## config.mk

```make
export PLATFORM = sky130hd
export DESIGN_NAME = plc_ctrl
export DESIGN_NICKNAME = d
export VERILOG_FILES = /design/src/rtl/plc_pkg.sv /design/src/rtl/plc_ctrl.sv
export SDC_FILE = /design/constraint.sdc
export NUM_CORES = 1
export LEC_CHECK = 0
export BUFFER_PORTS_ARGS = -buffer_cell sky130_fd_sc_hd__buf_2
export CORE_ASPECT_RATIO = 0.7
export CORE_MARGIN = 10
export CORE_UTILIZATION = 35
export CTS_CLUSTER_SIZE = 14
export DETAILED_ROUTE_END_ITERATION = 8
export PLACE_DENSITY = 0.63
export SETUP_SLACK_MARGIN = 0.5
export SLEW_MARGIN = 40
export SYNTH_ARGS = -nofsm -noshare
export SYNTH_HDL_FRONTEND = slang
export SYNTH_SLANG_ARGS = --single-unit
```

## constraint.sdc

```tcl
create_clock -name clk -period 1.78 [get_ports clk]
set_clock_uncertainty 0.05 [all_clocks]
set_input_delay 0.089 -clock clk [delete_from_list [all_inputs] [get_ports clk]]
set_output_delay 0.089 -clock clk [all_outputs]
set_load 0.005 [all_outputs]
```

## src/rtl/plc_pkg.sv

```systemverilog
// Shared constants, types and command/status structs of the calibration unit.
package plc_pkg;

  localparam int POINTS_DEF          = 8;
  localparam int SINGLE_CHANNELS_DEF = 4;
  localparam int DIFF_CHANNELS_DEF   = 2;

  localparam int DATA_W   = 32;
  localparam int FUNC_W   = 2;
  localparam int CH_W     = 3;
  localparam int PT_W     = 3;
  localparam int TOTAL_W  = 4;
  localparam int STATUS_W = 3;

  // dividend is the 66-bit product of two 33-bit magnitudes
  localparam int PROD_W    = 66;
  localparam int DIV_STEPS = 66;
  localparam int DIV_CNT_W = 7;

  localparam logic [FUNC_W-1:0] FUNC_STORE   = 2'd0;
  localparam logic [FUNC_W-1:0] FUNC_COUNT   = 2'd1;
  localparam logic [FUNC_W-1:0] FUNC_CONVERT = 2'd2;
  localparam logic [FUNC_W-1:0] FUNC_BAD     = 2'd3;

  localparam logic [STATUS_W-1:0] ST_OK     = 3'd0;
  localparam logic [STATUS_W-1:0] ST_PASS   = 3'd1;
  localparam logic [STATUS_W-1:0] ST_DEGEN  = 3'd2;
  localparam logic [STATUS_W-1:0] ST_SAT    = 3'd3;
  localparam logic [STATUS_W-1:0] ST_REJECT = 3'd4;

  typedef enum logic [3:0] {
    S_IDLE, S_DECODE, S_READ, S_SCAN, S_SETUP,
    S_MUL_LO, S_MUL_HI, S_DIV, S_EMIT
  } plc_state_t;

  typedef enum logic [2:0] {
    RES_ZERO, RES_REJECT, RES_PASS, RES_FIRST, RES_LEFT, RES_CALC
  } res_sel_t;

  typedef struct packed {
    logic     load;
    logic     store_wr;
    logic     count_wr;
    logic     rd_en;
    logic     scan;
    logic     scan_first;
    logic     scan_second;
    logic     pick_hit;
    logic     pick_end;
    logic     setup;
    logic     mul_lo;
    logic     mul_hi;
    logic     div_step;
    logic     out_load;
    res_sel_t res_sel;
  } plc_cmd_t;

  typedef struct packed {
    logic              reject;
    logic [FUNC_W-1:0] func;
    logic              n_zero;
    logic              n_one;
    logic              hit;
    logic              degen;
  } plc_stat_t;

endpackage

```

## src/rtl/plc_ctrl.sv

```systemverilog
// Controller: sequences decode, point scan, multiply, divide and result hand-off.
module plc_ctrl #(
  parameter int POINTS = plc_pkg::POINTS_DEF,
  localparam int PIW   = $clog2(POINTS),
  localparam int NW    = $clog2(POINTS + 1)
) (
  input  logic               clk,
  input  logic               rst_n,
  input  logic               in_valid,
  output logic               in_ready,
  output logic               out_valid,
  input  logic               out_ready,
  input  plc_pkg::plc_stat_t stat,
  input  logic [NW-1:0]      n_pts,
  output logic [PIW-1:0]     rd_idx,
  output plc_pkg::plc_cmd_t  cmd
);

  plc_pkg::plc_state_t state_r, state_nxt;
  plc_pkg::res_sel_t   res_sel_r, res_sel_nxt;
  logic [PIW-1:0]      k_r, k_nxt;
  logic [plc_pkg::DIV_CNT_W-1:0] cnt_r, cnt_nxt;
  logic                out_valid_r, out_valid_nxt;
  logic                last;

  assign rd_idx    = k_r;
  assign out_valid = out_valid_r;
  assign in_ready  = (state_r == plc_pkg::S_IDLE);
  assign last      = ((NW'(k_r) + NW'(1)) == n_pts);

  always_ff @(posedge clk) begin
    if (!rst_n) begin
      state_r     <= plc_pkg::S_IDLE;
      res_sel_r   <= plc_pkg::RES_ZERO;
      k_r         <= '0;
      cnt_r       <= '0;
      out_valid_r <= 1'b0;
    end else begin
      state_r     <= state_nxt;
      res_sel_r   <= res_sel_nxt;
      k_r         <= k_nxt;
      cnt_r       <= cnt_nxt;
      out_valid_r <= out_valid_nxt;
    end
  end

  always_comb begin
    state_nxt   = state_r;
    res_sel_nxt = res_sel_r;
    k_nxt       = k_r;
    cnt_nxt     = cnt_r;
    cmd         = '0;
    cmd.res_sel = res_sel_r;
    case (state_r)
      plc_pkg::S_IDLE: begin
        if (in_valid) begin
          cmd.load  = 1'b1;
          state_nxt = plc_pkg::S_DECODE;
        end
      end
      plc_pkg::S_DECODE: begin
        state_nxt = plc_pkg::S_EMIT;
        k_nxt     = '0;
        if (stat.reject) begin
          res_sel_nxt = plc_pkg::RES_REJECT;
        end else if (stat.func == plc_pkg::FUNC_STORE) begin
          cmd.store_wr = 1'b1;
          res_sel_nxt  = plc_pkg::RES_ZERO;
        end else if (stat.func == plc_pkg::FUNC_COUNT) begin
          cmd.count_wr = 1'b1;
          res_sel_nxt  = plc_pkg::RES_ZERO;
        end else if (stat.n_zero) begin
          res_sel_nxt = plc_pkg::RES_PASS;
        end else begin
          state_nxt = plc_pkg::S_READ;
        end
      end
      plc_pkg::S_READ: begin
        cmd.rd_en = 1'b1;
        state_nxt = plc_pkg::S_SCAN;
      end
      plc_pkg::S_SCAN: begin
        cmd.scan        = 1'b1;
        cmd.scan_first  = (k_r == '0);
        cmd.scan_second = (k_r == PIW'(1));
        if (stat.n_one) begin
          res_sel_nxt = plc_pkg::RES_FIRST;
          state_nxt   = plc_pkg::S_EMIT;
        end else if ((k_r != '0) && stat.hit) begin
          cmd.pick_hit = 1'b1;
          state_nxt    = plc_pkg::S_SETUP;
        end else if (last) begin
          cmd.pick_end = 1'b1;
          state_nxt    = plc_pkg::S_SETUP;
        end else begin
          k_nxt     = k_r + PIW'(1);
          state_nxt = plc_pkg::S_READ;
        end
      end
      plc_pkg::S_SETUP: begin
        if (stat.degen) begin
          res_sel_nxt = plc_pkg::RES_LEFT;
          state_nxt   = plc_pkg::S_EMIT;
        end else begin
          cmd.setup = 1'b1;
          state_nxt = plc_pkg::S_MUL_LO;
        end
      end
      plc_pkg::S_MUL_LO: begin
        cmd.mul_lo = 1'b1;
        state_nxt  = plc_pkg::S_MUL_HI;
      end
      plc_pkg::S_MUL_HI: begin
        cmd.mul_hi = 1'b1;
        cnt_nxt    = '0;
        state_nxt  = plc_pkg::S_DIV;
      end
      plc_pkg::S_DIV: begin
        cmd.div_step = 1'b1;
        cnt_nxt      = cnt_r + plc_pkg::DIV_CNT_W'(1);
        if (cnt_r == plc_pkg::DIV_CNT_W'(plc_pkg::DIV_STEPS - 1)) begin
          res_sel_nxt = plc_pkg::RES_CALC;
          state_nxt   = plc_pkg::S_EMIT;
        end
      end
      plc_pkg::S_EMIT: begin
        if (!out_valid_r || out_ready) begin
          cmd.out_load = 1'b1;
          state_nxt    = plc_pkg::S_IDLE;
        end
      end
      default: state_nxt = plc_pkg::S_IDLE;
    endcase
  end

  always_comb begin
    out_valid_nxt = out_valid_r;
    if (cmd.out_load)     out_valid_nxt = 1'b1;
    else if (out_ready)   out_valid_nxt = 1'b0;
  end

  a_rd_in_range: assert property (@(posedge clk) disable iff (!rst_n)
    cmd.rd_en |-> (NW'(k_r) < n_pts))
    else $error("point read beyond channel count");

  a_div_bound: assert property (@(posedge clk) disable iff (!rst_n)
    (state_r == plc_pkg::S_DIV) |-> (cnt_r < plc_pkg::DIV_CNT_W'(plc_pkg::DIV_STEPS)))
    else $error("divider overran its step count");

  a_load_free: assert property (@(posedge clk) disable iff (!rst_n)
    cmd.out_load |-> (!out_valid_r || out_ready))
    else $error("result overwrote an untaken beat");

  a_emit_next: assert property (@(posedge clk) disable iff (!rst_n)
    cmd.out_load |=> (out_valid_r && state_r == plc_pkg::S_IDLE))
    else $error("result hand-off did not complete");

endmodule

```

==> run_results.csv <==
group,metric,value,unit
outcome,status,"complete, but fails checks",
outcome,violations,"setup timing",
synthesis,syn-cell-area,0.001229,mm2
sta,slew_headroom,70.85,%
worst_setup_path,reg2reg_slack,-0.16,ns
sta,holdWs,0.1077,ns
synthesis,synth.area.mux_share,2.546,%
sta,rsz0062_at_grt,"true",
grt,grt_start_max_net_pins,14,
worst_setup_path,cp-end-kind,"primary output",
sta,setup_viol,8,
synthesis,synth_top_family_by_area,"simple AND/OR/NAND/NOR gates",
finish,layout_common_cells,"buf_2 (34), buf_4 (26), buf_6 (25)",
die,die_y,69.57,um
placement,place_congestion,0.8497,
placement,dp_cells,250,
synthesis,yosys_register_bits,18,
synthesis,synth_xor_xnor_area_share,2.138,%
grt,antenna_found_initial,0,
sta,max_freq,0.4936,GHz
job,drv_cap,0,
synthesis,synth_compound_area_share,21.69,%
grt,grt_usage,15.34,%
worst_setup_path,critical_path.max_fanout,4,
sta,timing.final.max_slew_violations,0,
worst_setup_path,crit_type,"reg -> out",
die,dieArea,0.006318,mm2
die,die-width,90.82,um
drt,wl_per_cell,21.42,um
finish,final_layout_size_suffix_gt1_share,67.35,%
synthesis,yosysSeqAreaShare,29.33,%
grt,grt_pass1_vias,1525,
sta,tightest_slew,0.4363,ns
cts,ctsHtreeMaxLevel,1,
finish,layoutNonFillerInstCount,292,
cts,clk_pin_slew_worst_paths,0.07,ns
placement,hpwl,2969,um
finish,multi_input_area,0.001156,mm2
finish,antenna_cells,0,
sta,setup_ws,-0.2461,ns
synthesis,syn_nets,181,
sta,final_hold_viol_count,0,
sta,fin_crit_sh,113.8,%
worst_setup_path,worstPathArrival,1.89,ns
finish,final_common_cell,"buf_2",
finish,syn_to_final_growth,94.30,%
grt,overflow,0,
cts,cts-root-buf,"clkbuf_8",
pwr,irDropWorstVdd,0.3145,mV
drt,drc,0,
sta,min_period,2.026,ns
die,io_pins,37,
drt,routed_via_density,5.839,
pwr,cellPowerDensity,418.8,mW/mm2
cts,clk_latency,0.27,ns
synthesis,synth_adder_area_share,5.092,%
cts,clock_path_buffers,2,
drt,drt_iter0_markers,163,
grt,grt_pass1_wl,7962,um
cts,cts_hold_buf,0,
drt,via_count,1705,
drt,antenna_left,0,
placement,io_buffers,36,
cts,cts_sinks,18,
finish,fillers,213,
synthesis,synthCells,161,
finish,regArea,382.9,um2
pwr,total_power,0.9998,mW
cts,cts_tree,"done",
synthesis,syn_area_per_cell,7.632,um2
synthesis,yosys.area_share.simple,33.20,%
synthesis,synth.distinct_cells,43,
hold_path,hold_class,"in -> reg",
drt,dr.pass1.iters,4,
die,start_util,37.75,%
placement,pre_cts_ws,-0.1357,ns
die,rows,17,
synthesis,synth_warnings,0,
drt,totalWireLength,6254,um
worst_setup_path,cp_data_required_time,1.64,ns
finish,final_net_count,266,
die,core,0.003254,mm2
worst_setup_path,startpoint_type,"flop",
cts,numCtsBuffers,3,
pwr,p_leak,1.023,nW
sta,fin_tns_setup,-0.7533,ns
==> sequential cells by signal, indices dropped and copies added (netlist names) <==
| register | count |
|---|---|
| out_valid | 1 |
| cnt_r | 7 |
| state_r | 4 |
| res_sel_r | 3 |
| rd_idx | 3 |
==> worst max-delay path: stages, from the launching register on <==
cell      delay, ns
dfxtp_4        0.36
ha_4           0.16
xor2_2         0.15
or3_4          0.34
a211oi_4       0.27
and3_1         0.22
buf_2          0.12
==> Yosys cell counts <==
cell	n	area [um2]
clkbuf_1	6	22.52
mux2_2	1	11.26
nor2b_1	5	31.28
nor2_1	17	63.81
a311oi_1	3	26.28
or3b_2	1	8.760
ha_1	5	62.56
dfxtp_1	18	360.4
buf_2	1	5.000
and2_1	3	18.77
or3_4	1	11.26
o211ai_4	1	21.27
mux2i_1	2	20.02
buf_4	1	7.510
a211oi_4	1	20.02
nor3_1	5	25.02
nand4_1	1	6.260
nand3_1	7	35.03
nand2b_1	2	12.51
o2111ai_1	1	8.760
a211oi_1	1	7.510
o21ai_0	6	30.03
a31o_2	2	17.52
o211ai_1	1	7.510
clkinv_2	1	5.000
nor3_2	1	10.01
o21ai_4	1	16.27
nor4_1	5	31.28
nor3b_1	3	22.52
a211oi_2	1	12.51
xnor2_1	1	8.760
a21oi_1	15	75.07
a22o_1	1	8.760
o22ai_1	1	6.260
or3_1	4	25.02
xor2_1	2	17.52
and3_1	4	25.02
nand2_1	16	60.06
nor4b_1	1	8.760
inv_1	9	33.78
o2bb2ai_1	1	8.760
nand2_2	1	6.260
or2_2	1	6.260
==> repair_timing <==
item | in CTS | in global routing
cloned | 0 | 0
setup buffers | 23 | 15
pin swaps | 34 | 23
setup endpoints to repair | 32 | 33
resized for setup | 67 | 38
==> metrics by stage <==
step	utilization (%)	area, um2
finish	73.36	2387
floorplan	-	1324
CTS	65.05	2117
global route	73.36	2387
global placement	50.02	1628
detailed placement	50.02	1628
==> per-layer routing <==
| metal | up-vias | wire [um] | GRT usage (%) |
|---|---|---|---|
| li1 | 738 | - | - |
| met1 | 805 | 2393 | 17.31 |
| met2 | 126 | 2885 | 26.40 |
| met3 | 36 | 605 | 5.927 |
| met4 | 0 | 370 | 3.945 |
| met5 | - | 0 | 0 |
==> power breakdown <==
| group | total (mW) | internal [mW] | switching [mW] |
|---|---|---|---|
| Combinational | 0.228 | 0.109 | 0.119 |
| Sequential | 0.408 | 0.402 | 0.00586 |
| Clock | 0.363 | 0.198 | 0.166 |
| Total | 1.00 | 0.709 | 0.291 |
==> kinds of logic after synthesis <==
kind of cell | after synthesis
mux | 3
fa+ha+maj | 5
flops | 18
simple gates | 78
compound gates | 36
buf+inv | 18
xor+xnor | 3
==> cell type report <==
type                    count  area share, %
flip-flops and latches     18          16.04
inverters                  10          1.992
well taps                  47          2.463
clock buffers               4          2.306
repair buffers             88          28.77
multi-input cells         125          48.43
==> final timing paths <==
check                             startpoint           end  cells after the start
worst min register to register  res_sel_r[0]  res_sel_r[0]                      2
worst min-delay path               out_ready     out_valid                      4
worst max-delay path               rd_idx[0]        cmd[8]                      6
worst max register to register     rd_idx[0]     rd_idx[0]                      7
(Power assumes the default switching activity.)
